`src/rtl/midpoint_ellipse_rasterizer_assert.svh`:
```
// ----------------------------------------------------------------------------
// Assertion macros for the midpoint ellipse rasterizer
// Clocked on clk_i, disabled while rst_ni is low.
// ----------------------------------------------------------------------------
`ifndef MIDPOINT_ELLIPSE_RASTERIZER_ASSERT_SVH
`define MIDPOINT_ELLIPSE_RASTERIZER_ASSERT_SVH

// same-cycle implication
`define MER_ASSERT_IMP(label, ante, cons, msg) \
  label: assert property (@(posedge clk_i) disable iff (!rst_ni) (ante) |-> (cons)) \
    else $error(msg);

// next-cycle implication
`define MER_ASSERT_NXT(label, ante, cons, msg) \
  label: assert property (@(posedge clk_i) disable iff (!rst_ni) (ante) |=> (cons)) \
    else $error(msg);

`endif

```
`src/rtl/mer_pkg.sv`:
```
// ----------------------------------------------------------------------------
// mer_pkg
// Shared types and constants of the midpoint ellipse rasterizer.
// ----------------------------------------------------------------------------
package mer_pkg;

  localparam logic ACT_START = 1'b0;
  localparam logic ACT_STEP  = 1'b1;

  localparam int QDEPTH = 2;
  localparam int QAW    = $clog2(QDEPTH);
  localparam int QCW    = $clog2(QDEPTH + 1);

  typedef enum logic {
    KIND_START,
    KIND_STEP
  } item_kind_e;

  typedef struct packed {
    logic       valid;
    item_kind_e kind;
  } q_head_t;

endpackage

```
`src/rtl/mer_mul.sv`:
```
// ----------------------------------------------------------------------------
// mer_mul
// Shared unsigned multiplier with a registered product.
// ----------------------------------------------------------------------------
module mer_mul #(
  parameter int A_W = 22,
  parameter int B_W = 18
) (
  input  logic               clk_i,
  input  logic               en_i,
  input  logic [A_W-1:0]     a_i,
  input  logic [B_W-1:0]     b_i,
  output logic [A_W+B_W-1:0] p_o
);

  logic [A_W+B_W-1:0] p_q;

  always_ff @(posedge clk_i) begin
    if (en_i) begin
      p_q <= (A_W+B_W)'(a_i) * (A_W+B_W)'(b_i);
    end
  end

  assign p_o = p_q;

endmodule

```
`src/rtl/mer_front.sv`:
```
// ----------------------------------------------------------------------------
// mer_front
// Accepts input items, tags them as start or step and queues them.
// ----------------------------------------------------------------------------
module mer_front #(
  parameter int COORD_BITS = 10
) (
  input  logic                  clk_i,
  input  logic                  rst_ni,
  input  logic                  in_valid_i,
  output logic                  in_ready_o,
  input  logic                  action_i,
  input  logic [COORD_BITS-1:0] center_x_i,
  input  logic [COORD_BITS-1:0] center_y_i,
  input  logic [COORD_BITS-2:0] radius_x_i,
  input  logic [COORD_BITS-2:0] radius_y_i,
  output mer_pkg::q_head_t      head_o,
  output logic [COORD_BITS-1:0] center_x_o,
  output logic [COORD_BITS-1:0] center_y_o,
  output logic [COORD_BITS-2:0] radius_x_o,
  output logic [COORD_BITS-2:0] radius_y_o,
  input  logic                  pop_i
);
  import mer_pkg::*;

  item_kind_e            kind_mem_q [QDEPTH];
  logic [COORD_BITS-1:0] cx_mem_q   [QDEPTH];
  logic [COORD_BITS-1:0] cy_mem_q   [QDEPTH];
  logic [COORD_BITS-2:0] rx_mem_q   [QDEPTH];
  logic [COORD_BITS-2:0] ry_mem_q   [QDEPTH];

  logic [QAW-1:0] wr_ptr_q, wr_ptr_d;
  logic [QAW-1:0] rd_ptr_q, rd_ptr_d;
  logic [QCW-1:0] count_q, count_d;
  logic           push, pop;
  item_kind_e     in_kind;

  assign in_ready_o = (count_q != QCW'(QDEPTH));
  assign push       = in_valid_i && in_ready_o;
  assign pop        = pop_i && (count_q != '0);
  assign in_kind    = (action_i == ACT_START) ? KIND_START : KIND_STEP;

  always_comb begin
    wr_ptr_d = push ? wr_ptr_q + QAW'(1) : wr_ptr_q;
    rd_ptr_d = pop ? rd_ptr_q + QAW'(1) : rd_ptr_q;
    count_d  = count_q + QCW'(push) - QCW'(pop);
  end

  always_ff @(posedge clk_i or negedge rst_ni) begin
    if (!rst_ni) begin
      wr_ptr_q <= '0;
      rd_ptr_q <= '0;
      count_q  <= '0;
    end else begin
      wr_ptr_q <= wr_ptr_d;
      rd_ptr_q <= rd_ptr_d;
      count_q  <= count_d;
    end
  end

  always_ff @(posedge clk_i) begin
    if (push) begin
      kind_mem_q[wr_ptr_q] <= in_kind;
      cx_mem_q[wr_ptr_q]   <= center_x_i;
      cy_mem_q[wr_ptr_q]   <= center_y_i;
      rx_mem_q[wr_ptr_q]   <= radius_x_i;
      ry_mem_q[wr_ptr_q]   <= radius_y_i;
    end
  end

  always_comb begin
    head_o.valid = (count_q != '0);
    head_o.kind  = kind_mem_q[rd_ptr_q];
  end

  assign center_x_o = cx_mem_q[rd_ptr_q];
  assign center_y_o = cy_mem_q[rd_ptr_q];
  assign radius_x_o = rx_mem_q[rd_ptr_q];
  assign radius_y_o = ry_mem_q[rd_ptr_q];

endmodule

```
`src/rtl/mer_back.sv`:
```
// ----------------------------------------------------------------------------
// mer_back
// Executes queued items: geometry set-up, point emission and the
// incremental midpoint decision update, with a registered result.
// ----------------------------------------------------------------------------
`include "midpoint_ellipse_rasterizer_assert.svh"

module mer_back #(
  parameter int COORD_BITS = 10
) (
  input  logic                         clk_i,
  input  logic                         rst_ni,
  input  mer_pkg::q_head_t             head_i,
  input  logic [COORD_BITS-1:0]        center_x_i,
  input  logic [COORD_BITS-1:0]        center_y_i,
  input  logic [COORD_BITS-2:0]        radius_x_i,
  input  logic [COORD_BITS-2:0]        radius_y_i,
  output logic                         pop_o,
  output logic                         out_valid_o,
  input  logic                         out_ready_i,
  output logic signed [COORD_BITS+1:0] right_x_o,
  output logic signed [COORD_BITS+1:0] left_x_o,
  output logic signed [COORD_BITS+1:0] lower_y_o,
  output logic signed [COORD_BITS+1:0] upper_y_o,
  output logic                         last_point_o
);
  import mer_pkg::*;

  localparam int R   = COORD_BITS - 1;
  localparam int XW  = R + 1;
  localparam int SQW = 2 * R;
  localparam int STW = 3 * R + 2;
  localparam int RRW = 4 * R;
  localparam int AW  = 2 * R + 4;
  localparam int BW  = 2 * R;
  localparam int PW  = AW + BW;
  localparam int DW  = 4 * R + 7;
  localparam int OW  = COORD_BITS + 2;

  typedef enum logic [3:0] {
    S_IDLE,
    S_INIT0,
    S_INIT1,
    S_INIT2,
    S_INIT3,
    S_INIT4,
    S_EXEC2,
    S_R2_0,
    S_R2_1,
    S_R2_2,
    S_R2_3,
    S_R2_4
  } state_e;

  state_e state_q, state_d;
  logic   busy_q, busy_d;
  logic   r2_q, r2_d;
  logic   out_valid_q, out_valid_d;

  logic [COORD_BITS-1:0] cx_q, cy_q;
  logic [R-1:0]          rx_q, ry_q;
  logic [SQW-1:0]        rx2_q, ry2_q;
  logic [RRW-1:0]        rxry_q;
  logic [XW-1:0]         x_q;
  logic [R-1:0]          y_q;
  logic [STW-1:0]        stx_q, sty_q;
  logic [DW-1:0]         d_q;
  logic                  br_q;
  logic [AW-1:0]         t2_q;
  logic [SQW-1:0]        m2_q;

  logic                  mul_en;
  logic [AW-1:0]         mul_a;
  logic [BW-1:0]         mul_b;
  logic [PW-1:0]         mul_p;

  logic                  out_free, out_load, start_go, step_go;
  logic                  neg_d, pos_d, br, inc_x, dec_y;
  logic [XW:0]           tx;
  logic [R-1:0]          ym;
  logic [DW-1:0]         ry2x4, rx2x4, stx4, sty4, d_r1, d_r2;

  mer_mul #(
    .A_W (AW),
    .B_W (BW)
  ) u_mul (
    .clk_i (clk_i),
    .en_i  (mul_en),
    .a_i   (mul_a),
    .b_i   (mul_b),
    .p_o   (mul_p)
  );

  assign tx = {x_q, 1'b1};
  assign ym = (y_q == '0) ? R'(1) : y_q - R'(1);

  always_comb begin
    mul_en = 1'b0;
    mul_a  = '0;
    mul_b  = '0;
    unique case (state_q)
      S_INIT0: begin
        mul_en = 1'b1;
        mul_a  = AW'(rx_q);
        mul_b  = BW'(rx_q);
      end
      S_INIT1: begin
        mul_en = 1'b1;
        mul_a  = AW'(ry_q);
        mul_b  = BW'(ry_q);
      end
      S_INIT2: begin
        mul_en = 1'b1;
        mul_a  = AW'(ry_q);
        mul_b  = rx2_q;
      end
      S_INIT3: begin
        mul_en = 1'b1;
        mul_a  = AW'(ry2_q);
        mul_b  = rx2_q;
      end
      S_R2_0: begin
        mul_en = 1'b1;
        mul_a  = AW'(tx);
        mul_b  = BW'(tx);
      end
      S_R2_1: begin
        mul_en = 1'b1;
        mul_a  = AW'(ym);
        mul_b  = BW'(ym);
      end
      S_R2_2: begin
        mul_en = 1'b1;
        mul_a  = t2_q;
        mul_b  = ry2_q;
      end
      S_R2_3: begin
        mul_en = 1'b1;
        mul_a  = AW'(m2_q);
        mul_b  = rx2_q;
      end
      default: ;
    endcase
  end

  // branch of the current step, taken from the decision before update
  always_comb begin
    neg_d = d_q[DW-1];
    pos_d = !neg_d && (d_q != '0);
    br    = r2_q ? !pos_d : !neg_d;
    inc_x = r2_q ? br : 1'b1;
    dec_y = r2_q ? 1'b1 : br;
  end

  always_comb begin
    ry2x4 = DW'({ry2_q, 2'b00});
    rx2x4 = DW'({rx2_q, 2'b00});
    stx4  = DW'({stx_q, 2'b00});
    sty4  = DW'({sty_q, 2'b00});
    d_r1  = d_q + ry2x4 + stx4 - (br_q ? sty4 : '0);
    d_r2  = d_q + rx2x4 - sty4 + (br_q ? stx4 : '0);
  end

  always_comb begin
    out_free = !out_valid_q || out_ready_i;
    start_go = 1'b0;
    step_go  = 1'b0;
    pop_o    = 1'b0;
    out_load = 1'b0;
    if (state_q == S_IDLE && head_i.valid) begin
      if (head_i.kind == KIND_START) begin
        start_go = 1'b1;
        pop_o    = 1'b1;
      end else if (!busy_q) begin
        pop_o = 1'b1;
      end else if (out_free) begin
        pop_o    = 1'b1;
        out_load = 1'b1;
        step_go  = (y_q != '0);
      end
    end
  end

  always_comb begin
    state_d     = state_q;
    busy_d      = busy_q;
    r2_d        = r2_q;
    out_valid_d = out_load ? 1'b1 : (out_ready_i ? 1'b0 : out_valid_q);
    unique case (state_q)
      S_IDLE: begin
        if (start_go) begin
          state_d = S_INIT0;
        end else if (step_go) begin
          state_d = S_EXEC2;
        end else if (out_load) begin
          busy_d = 1'b0;
        end
      end
      S_INIT0: state_d = S_INIT1;
      S_INIT1: state_d = S_INIT2;
      S_INIT2: state_d = S_INIT3;
      S_INIT3: begin
        state_d = S_INIT4;
        r2_d    = 1'b0;
      end
      S_INIT4: begin
        state_d = S_IDLE;
        busy_d  = 1'b1;
      end
      S_EXEC2: begin
        state_d = (!r2_q && (stx_q > sty_q)) ? S_R2_0 : S_IDLE;
      end
      S_R2_0: begin
        state_d = S_R2_1;
        r2_d    = 1'b1;
      end
      S_R2_1:  state_d = S_R2_2;
      S_R2_2:  state_d = S_R2_3;
      S_R2_3:  state_d = S_R2_4;
      S_R2_4:  state_d = S_IDLE;
      default: state_d = S_IDLE;
    endcase
  end

  always_ff @(posedge clk_i or negedge rst_ni) begin
    if (!rst_ni) begin
      state_q     <= S_IDLE;
      busy_q      <= 1'b0;
      r2_q        <= 1'b0;
      out_valid_q <= 1'b0;
    end else begin
      state_q     <= state_d;
      busy_q      <= busy_d;
      r2_q        <= r2_d;
      out_valid_q <= out_valid_d;
    end
  end

  always_ff @(posedge clk_i) begin
    if (start_go) begin
      cx_q <= center_x_i;
      cy_q <= center_y_i;
      rx_q <= radius_x_i;
      ry_q <= radius_y_i;
    end
    if (out_load) begin
      right_x_o    <= OW'(cx_q) + OW'(x_q);
      left_x_o     <= OW'(cx_q) - OW'(x_q);
      lower_y_o    <= OW'(cy_q) + OW'(y_q);
      upper_y_o    <= OW'(cy_q) - OW'(y_q);
      last_point_o <= (y_q == '0);
    end
    if (step_go) begin
      br_q <= br;
      if (inc_x) begin
        x_q   <= x_q + XW'(1);
        stx_q <= stx_q + STW'({ry2_q, 1'b0});
      end
      if (dec_y) begin
        y_q   <= y_q - R'(1);
        sty_q <= sty_q - STW'({rx2_q, 1'b0});
      end
    end
    unique case (state_q)
      S_INIT1: rx2_q <= mul_p[SQW-1:0];
      S_INIT2: ry2_q <= mul_p[SQW-1:0];
      S_INIT3: begin
        x_q   <= '0;
        y_q   <= ry_q;
        stx_q <= '0;
        sty_q <= STW'({mul_p, 1'b0});
        d_q   <= DW'({ry2_q, 2'b00}) + DW'(rx2_q) - DW'({mul_p, 2'b00});
      end
      S_INIT4: rxry_q <= mul_p[RRW-1:0];
      S_EXEC2: d_q    <= r2_q ? d_r2 : d_r1;
      S_R2_1:  t2_q   <= mul_p[AW-1:0];
      S_R2_2:  m2_q   <= mul_p[SQW-1:0];
      S_R2_3:  d_q    <= DW'(mul_p) - DW'({rxry_q, 2'b00});
      S_R2_4:  d_q    <= d_q + DW'({mul_p, 2'b00});
      default: ;
    endcase
  end

  assign out_valid_o = out_valid_q;

  `MER_ASSERT_IMP(a_pop_idle, pop_o, state_q == S_IDLE, "queue popped outside dispatch")
  `MER_ASSERT_IMP(a_no_overwrite, out_load && out_valid_q, out_ready_i, "pending result overwritten")
  `MER_ASSERT_NXT(a_last_ends, out_load && (y_q == '0), !busy_q, "trace still busy after last point")
  `MER_ASSERT_NXT(a_r2_entry, state_q == S_R2_4, r2_q && busy_q, "region two not entered")

endmodule

```
`src/rtl/midpoint_ellipse_rasterizer.sv`:
```
// ----------------------------------------------------------------------------
// midpoint_ellipse_rasterizer
// Midpoint ellipse trace for an axis-aligned ellipse, four points per step.
// ----------------------------------------------------------------------------
// Input items enter a two-entry queue, so the input side keeps accepting
// while the execution side works or waits on a result. A start item is
// dispatched and then steps through S_INIT0 to S_INIT4 on the shared
// (2*COORD_BITS+2) x (2*COORD_BITS-2) multiplier that forms the squared
// radii and their products. A step item has its result registered at
// dispatch and the decision advanced in the next cycle, in S_EXEC2; the
// step that gives the last point of a trace only registers its result. The
// one step at which the trace crosses into region two then goes through
// S_R2_0 to S_R2_4 on the multiplier to seed the region-two decision. A step
// while no ellipse is active is dropped at dispatch. Results wait in an
// output register; a step stalls while it is full and unread or while busy.
// ----------------------------------------------------------------------------
module midpoint_ellipse_rasterizer #(
  parameter int COORD_BITS = 10
) (
  input  logic                         clk_i,
  input  logic                         rst_ni,
  input  logic                         in_valid_i,
  output logic                         in_ready_o,
  input  logic                         action_i,
  input  logic [COORD_BITS-1:0]        center_x_i,
  input  logic [COORD_BITS-1:0]        center_y_i,
  input  logic [COORD_BITS-2:0]        radius_x_i,
  input  logic [COORD_BITS-2:0]        radius_y_i,
  output logic                         out_valid_o,
  input  logic                         out_ready_i,
  output logic signed [COORD_BITS+1:0] right_x_o,
  output logic signed [COORD_BITS+1:0] left_x_o,
  output logic signed [COORD_BITS+1:0] lower_y_o,
  output logic signed [COORD_BITS+1:0] upper_y_o,
  output logic                         last_point_o
);
  import mer_pkg::*;

  q_head_t               head;
  logic                  pop;
  logic [COORD_BITS-1:0] q_cx, q_cy;
  logic [COORD_BITS-2:0] q_rx, q_ry;

  mer_front #(
    .COORD_BITS (COORD_BITS)
  ) u_front (
    .clk_i      (clk_i),
    .rst_ni     (rst_ni),
    .in_valid_i (in_valid_i),
    .in_ready_o (in_ready_o),
    .action_i   (action_i),
    .center_x_i (center_x_i),
    .center_y_i (center_y_i),
    .radius_x_i (radius_x_i),
    .radius_y_i (radius_y_i),
    .head_o     (head),
    .center_x_o (q_cx),
    .center_y_o (q_cy),
    .radius_x_o (q_rx),
    .radius_y_o (q_ry),
    .pop_i      (pop)
  );

  mer_back #(
    .COORD_BITS (COORD_BITS)
  ) u_back (
    .clk_i        (clk_i),
    .rst_ni       (rst_ni),
    .head_i       (head),
    .center_x_i   (q_cx),
    .center_y_i   (q_cy),
    .radius_x_i   (q_rx),
    .radius_y_i   (q_ry),
    .pop_o        (pop),
    .out_valid_o  (out_valid_o),
    .out_ready_i  (out_ready_i),
    .right_x_o    (right_x_o),
    .left_x_o     (left_x_o),
    .lower_y_o    (lower_y_o),
    .upper_y_o    (upper_y_o),
    .last_point_o (last_point_o)
  );

endmodule

```
`config.mk`:
```
export PLATFORM = sky130hd
export DESIGN_NAME = midpoint_ellipse_rasterizer
export DESIGN_NICKNAME = d
export VERILOG_FILES = /design/src/rtl/mer_pkg.sv /design/src/rtl/mer_mul.sv /design/src/rtl/mer_front.sv /design/src/rtl/mer_back.sv /design/src/rtl/midpoint_ellipse_rasterizer.sv
export VERILOG_INCLUDE_DIRS = /design/src /design/src/rtl
export SDC_FILE = /design/constraint.sdc
export NUM_CORES = 2
export LEC_CHECK = 0
export ABC_AREA = 1
export BUFFER_PORTS_ARGS = -buffer_cell sky130_fd_sc_hd__buf_2
export CAP_MARGIN = 25
export CORE_MARGIN = 1
export CORE_UTILIZATION = 40
export DETAILED_ROUTE_END_ITERATION = 6
export SLEW_MARGIN = 20
export SYNTH_ARGS = -nofsm -noshare
export SYNTH_HDL_FRONTEND = slang
export SYNTH_SLANG_ARGS = --single-unit
```
`constraint.sdc`:
```
create_clock -name clk_i -period 17.64 [get_ports clk_i]
set_input_delay 2.646 -clock clk_i [delete_from_list [all_inputs] [get_ports clk_i]]
set_output_delay 2.646 -clock clk_i [all_outputs]
set_load 0.02 [all_outputs]
```
## After elaboration in Yosys (flattened, before gate mapping)

Memories as Yosys holds them, arrays and structs flattened. A register that Yosys moved wholly into a read port is not among the register bits.
Index checks and enable logic that the tools add are counted.
W data, S select, Z words.

| storage, ports and cells | value |
|---|---|
| register bits after elaboration | 333 |
| memories | 5 |
| output and inout port bits | 51 |
| RAM bits | 78 |
| logic and storage cells | 142 |

Memories:

| name | words | width | rd ports | clocked after memory_dff | write ports | line | source |
|---|---|---|---|---|---|---|---|
| u_front.cx_mem_q | 2 | 10 | 1 | 1 | 1 | mer_front.sv:27 | `logic [COORD_BITS-1:0] cx_mem_q [QDEPTH];` |
| u_front.cy_mem_q | 2 | 10 | 1 | 1 | 1 | mer_front.sv:28 | `logic [COORD_BITS-1:0] cy_mem_q [QDEPTH];` |
| u_front.rx_mem_q | 2 | 9 | 1 | 1 | 1 | mer_front.sv:29 | `logic [COORD_BITS-2:0] rx_mem_q [QDEPTH];` |
| u_front.ry_mem_q | 2 | 9 | 1 | 1 | 1 | mer_front.sv:30 | `logic [COORD_BITS-2:0] ry_mem_q [QDEPTH];` |
| u_front.kind_mem_q | 2 | 1 | 1 | 0 | 1 | mer_front.sv:26 | `item_kind_e kind_mem_q [QDEPTH];` |

| operators by class | value |
|---|---|
| muxes and demuxes | 44 |
| add/subtract/negate cells | 22 |
| order comparisons | 1 |
| equality and inequality tests | 16 |
| multiply operators | 1 |
| reduce and logical (&&, ||, !) cells | 28 |

Operator list:

| operator | count |
|---|---|
| $pmux W43 S4 | 1 |
| $pmux W22 S7 | 1 |
| $pmux W18 S6 | 1 |
| $mux W29 | 3 |
| $add A43 B20 Y43 | 2 |
| $mux W31 | 2 |
| $add A43 B31 Y43 | 1 |
| $add A43 B42 Y43 | 1 |
| $add A43 B43 Y43 | 1 |
| $mux W43 | 1 |
| $reduce_bool A43 Y1 | 1 |
| $sub A43 B31 Y43 | 1 |
| $sub A43 B42 Y43 | 1 |
| $sub A43 B43 Y43 | 1 |
| $sub A40 B38 Y41 | 1 |
| $mul A22 B18 Y40 | 1 |
| $pmux W4 S10 | 1 |
| $mux W9 | 4 |
| $add A29 B19 Y29 | 1 |
| $gt A29 B29 Y1 | 1 |
| $sub A29 B19 Y29 | 1 |
| $mux W1 | 25 |
| $add A20 B18 Y21 | 1 |
| $eq A4 B3 Y1 const B | 4 |
| other kinds (31) | 54 |

## Depth between registers and ports, before layout

| logic depth | value |
|---|---|
| word-level depth | 10 |
| gate-level depth with buffers | 36 |
| mapped depth without buffers | 36 |

## Cells and area by module

Synthesis repeated with hierarchy kept, for this count alone.

| second synthesis, totals | value |
|---|---|
| cell total of the unflattened synthesis | 7,319 |
| area, all modules | 52,770.6 um^2 |

Modules (own cells, without submodules):

| module | cells each | area each (um^2) | instances |
|---|---|---|---|
| mer_back | 5,165 | 34,913.5 | 1 |
| mer_mul | 1,919 | 14,797.9 | 1 |
| mer_front | 235 | 3,059.2 | 1 |

## Worst setup path after synthesis

OpenSTA, ideal clock, no wires.

| path | value |
|---|---|
| kind | reg2reg |
| from | register u_back.state_q[1] |
| to | register u_back.u_mul.p_q[27], in the netlist u_back.u_mul.p_o[27] (data pin) |
| arrival | 6,557 ps |
| stages on the path, launching flop included | 30 |
| clock period less this slack | 6,822 ps |
| setup time | 265 ps |
| buffers on the path | 1 |
| required time | 17,375 ps |
| path slack | 10,818 ps |
| path through | dfrtp_1 nor2_2 inv_2 nor2_2 inv_1 nor2_4 nand2_1 o21ai_2 nor3_2 o21ai_2 inv_2 buf_6 nor2_1 fa_1 inv_1 fa_1 fa_1 inv_1 fa_1 fa_1 inv_1 fa_1 inv_1 ha_1 a21oi_1 o21ai_0 o21bai_1 a21oi_1 o21ai_0 xor2_1 |

| on the way | value |
|---|---|
| word-level cells in the longest chain between the ends | 4 |
| elaborated cells between the ends (all ways) | 13 |

Ends and longest elaborated chain:

| element | line | source |
|---|---|---|
| start: declaration | mer_back.sv:55 | `state_e state_q, state_d;` |
| start signal: assignment | mer_back.sv:232 | `state_q <= state_d;` |
| $eq A4 B2 Y1, or another cell as far along | mer_back.sv:101 | `unique case (state_q)` |
| $reduce_or A3 Y1 (no line) or $reduce_or A2 Y1 (tied branches) | n/a |  |
| $pmux W18 S6 or $pmux W22 S7 (tied branches) | mer_back.sv:101 |  |
| $mul A22 B18 Y40 * | mer_mul.sv:20 | `p_q <= (A_W+B_W)'(a_i) * (A_W+B_W)'(b_i);` |
| end signal: assignment | mer_mul.sv:20 |  |
| end: declaration | mer_mul.sv:16 | `logic [A_W+B_W-1:0] p_q;` |

Every way passes the cells marked *; elsewhere a longest branch is shown, timed or not.
A chain may end at the register's enable or synchronous reset.

## Worst setup path in the final report

| path | value |
|---|---|
| from | register u_back.state_q[2] |
| to | register u_back.u_mul.p_q[27], in the netlist u_back.u_mul.p_o[27] (data pin) |

The elaborated chain is that of the path after synthesis.

==> results by group <==
Run status
  • Status: complete, but fails checks
  • Failing checks: design-rule violations

Detailed routing
  • Post-route ant nets: 0
  • Routed vias: 47900
  • Vias/cell: 5.32
  • Drt pass-1 iters: 7
  • Post-DR wirelength/cell: around 22 um
  • Final WL: 199 mm
  • DRC Markers: 3
  • DR iter-0 viols: about 4300

Floorplan
  • Initial Util: 40.5%
  • Die height: 365 um
  • # rows: ~130
  • Die Footprint: 133000 um^2
  • IO Pins: 94
  • Core area: 130000 um^2
  • Chip Width: approximately 370 um

Synthesis
  • Sequential cell area fraction in the yosys report: 24.3%
  • Post-synth EDFFs: around 400
  • Synth unique cells: 63
  • Multiplexer area fraction after synthesis: 0.831%
  • Cell with the most instances after synthesis: nand2_1
  • Adder-cell area share of the yosys netlist: 26.6%
  • Compound-Gate Fraction of Synth Area: 8.86%
  • Avg Inst Size Synth: 7.38 um^2
  • XOR/XNOR Fraction of Synth Area: 2.72%
  • Cell accounting for the most synthesized area: edfxtp_1
  • Post-Syn Instances: 7148
  • List of most frequent post-synthesis cells: 1860 x nand2_1, 1476 x inv_1, 708 x nor2_1
  • Synthesis warning total: 0
  • Async set-reset flop share out of synthesis: 2.49%
  • Synth Area in Simple Gates: 24.7%
  • #FFs+latches synth: 441
  • Ys flop type: edfxtp_1
  • Synth area leaders: edfxtp_1 22%, fa_1 16%, nand2_1 13%, ha_1 11%, inv_1 11%
  • Post-synthesis cell area: 52700 um^2
  • Top cell type's share of synthesized area: between 20% and 30%
  • Largest family of logic cells by synthesized area: adder cells

STA
  • Final setup TNS: 0 ps
  • Final slew viol count: 0
  • Slew headroom: about a third
  • Tmin final: 8490 ps
  • Setup Skew: 50.4 ps
  • Endpoints failing hold: 0
  • RSZ-0062 raised after global routing: false
  • Fin crit share: 48.1%
  • Fmax: 0.118 GHz
  • Actual slew at the worst max-slew pin: between 1000 and 1500 ps
  • Number of endpoints failing setup at the final stage: 0

Clock tree
  • TritonCTS clock tree: built
  • Clock slew at reported path FFs: 70 ps
  • # Post-CTS Setup Buffers: 0
  • Num CTS Buffers: 53
  • Root Driver: clkbuf_16
  • CTS Sinks: around 440
  • Post_cts resized: 0
  • Hold_buf cts: 0
  • Clock buffer depth: 3
  • Worst skew pair latency: 680 ps
  • CTS H-tree lvls: 2

Global route
  • Vias in the first global route: approximately 48000
  • Largest net degree at the start of global routing: 73
  • First-pass GRT wire length: approximately 300 mm
  • Initial antenna violation count: 4
  • Total global routing overflow: 0
  • GRT Util Overall: 30.0%

Cells and area
  • Share of layout cells above drive strength 1: 5.27%
  • Final net count: 8130
  • Synth-to-layout area growth: 7.78%

Hold path
  • Worst min path class: reg -> reg
  • Worst hold stages: 2

Worst setup path
  • CP required: about 18000 ps
  • Crit path DAT: 8890 ps
  • Type of origin of the critical path: flip-flop
  • Reg2Reg Depth: 25
  • Critical Path Fanout Max: 42
  • Crit path capture type: flip-flop
  • Critical path class: reg -> reg

Place
  • HPWL after DPL: roughly 160 mm
  • Gpl congestion: slightly below 1
  • # port buffers: 91

Job
  • MaxCap Viol Count: 0
[cells by family (layout without fill, tap and decap cells)]
group,after synthesis,after routing
simple gates,3166,3166
buf+inv,1623,1737
fa+ha+maj,868,868
compound gates,846,846
flops,441,441
xor+xnor,164,164
mux,39,39
other cells,1,4
[flip-flops by register name, summed over array words and instances, names as in the netlist, 11 cells and up]
name,cells
u_back.rxry_q,36
u_back.rx2_q,18
u_front.ry_mem_q,18
u_back.u_mul.p_o,40
u_front.rx_mem_q,18
u_back.ry2_q,18
u_back.left_x_o,11
u_back.m2_q,18
u_front.cx_mem_q,20
u_back.t2_q,22
u_front.cy_mem_q,20
u_back.d_q,43
u_back.sty_q,28
u_back.stx_q,28
u_back.upper_y_o,11
[stage by stage]
stage | std cells | instance area, um^2 | worst slack [ps] | utilization (%) | hold slack (ps)
6_report | 9007 | 56800 | 9150 | 43.7 | 491
5_1_grt | 9005 | 56800 | 8750 | 43.7 | 531
4_1_cts | 9003 | 56800 | 9320 | 43.6 | 494
3_5_place_dp | 8904 | 55100 | 9300 | 42.3 | 484
3_3_place_gp | 8904 | 55100 | 9410 | 42.3 | 474
2_1_floorplan | 7149 | 52700 | 10820 | - | 463
[final timing paths]
check / slack [ps] / startpoint / end
hold reg to reg: 490 / u_back.x_q[7] / u_back.x_q[7]
hold / removal: 490 / u_back.x_q[7] / u_back.x_q[7]
min in group asynchronous: 1870 / rst_ni / u_back.busy_q
max in group asynchronous: 15480 / rst_ni / u_back.r2_q
setup reg to reg: 9150 / u_back.state_q[2] / u_back.u_mul.p_o[27]
setup / recovery: 9150 / u_back.state_q[2] / u_back.u_mul.p_o[27]
[per-layer routing]
metal / global-route usage [%] / share of wire (%) / vias to the layer above
li1: - / - / 22600
met1: 39.5 / 42 / 23000
met2: 49.6 / 46 / 1858
met3: 3.91 / 7.3 / 423
met4: 12.4 / 4.8 / 2
met5: 0 / 0.0065 / -
[placed cells by master, fill, tap and decap left out, types with 67 or more instances in the layout]
cell      Yosys  routed
nor3_1       67      67
nand2_1    1860    1860
ha_1        446     446
o21ai_0     303     301
xor2_1      101     101
edfxtp_1    392     392
nor2_1      708     702
buf_2        40      91
a21oi_1     395     393
inv_1      1476    1474
nand3_1     342     341
fa_1        422     422
[critical path, stage by stage (launching register included)]
cell and delay [ps]:
dfrtp_1 380, inv_1 100, nand2_1 250, nor2_4 180, buf_4 510, inv_2 420, nand2_4 320, inv_1 110
o22ai_2 670, inv_1 360, nor2_1 240, fa_1 430, fa_1 470, fa_1 520, fa_1 430, fa_1 490
inv_1 50, fa_1 570, inv_1 70, ha_1 350, a21oi_1 270, o21ai_0 190, o21bai_1 210, a21oi_1 290
o21ai_0 150, xor2_1 150
[layout make-up]
cell class / count / area (um^2)
Fill cell: 13600 / 73300
Antenna cell: 2 / 5.00
Tap cell: 1742 / 2180
Inverter: 1510 / 5670
Timing Repair Buffer: 128 / 741
Clock inverter: 39 / 357
Sequential cell: 441 / 12800
Clock buffer: 60 / 1360
Multi-Input combinational cell: 5085 / 33700
Power is left out: the tool's default activity adds up to more than one toggle a clock period on the data nets, which glitch-free logic cannot reach.
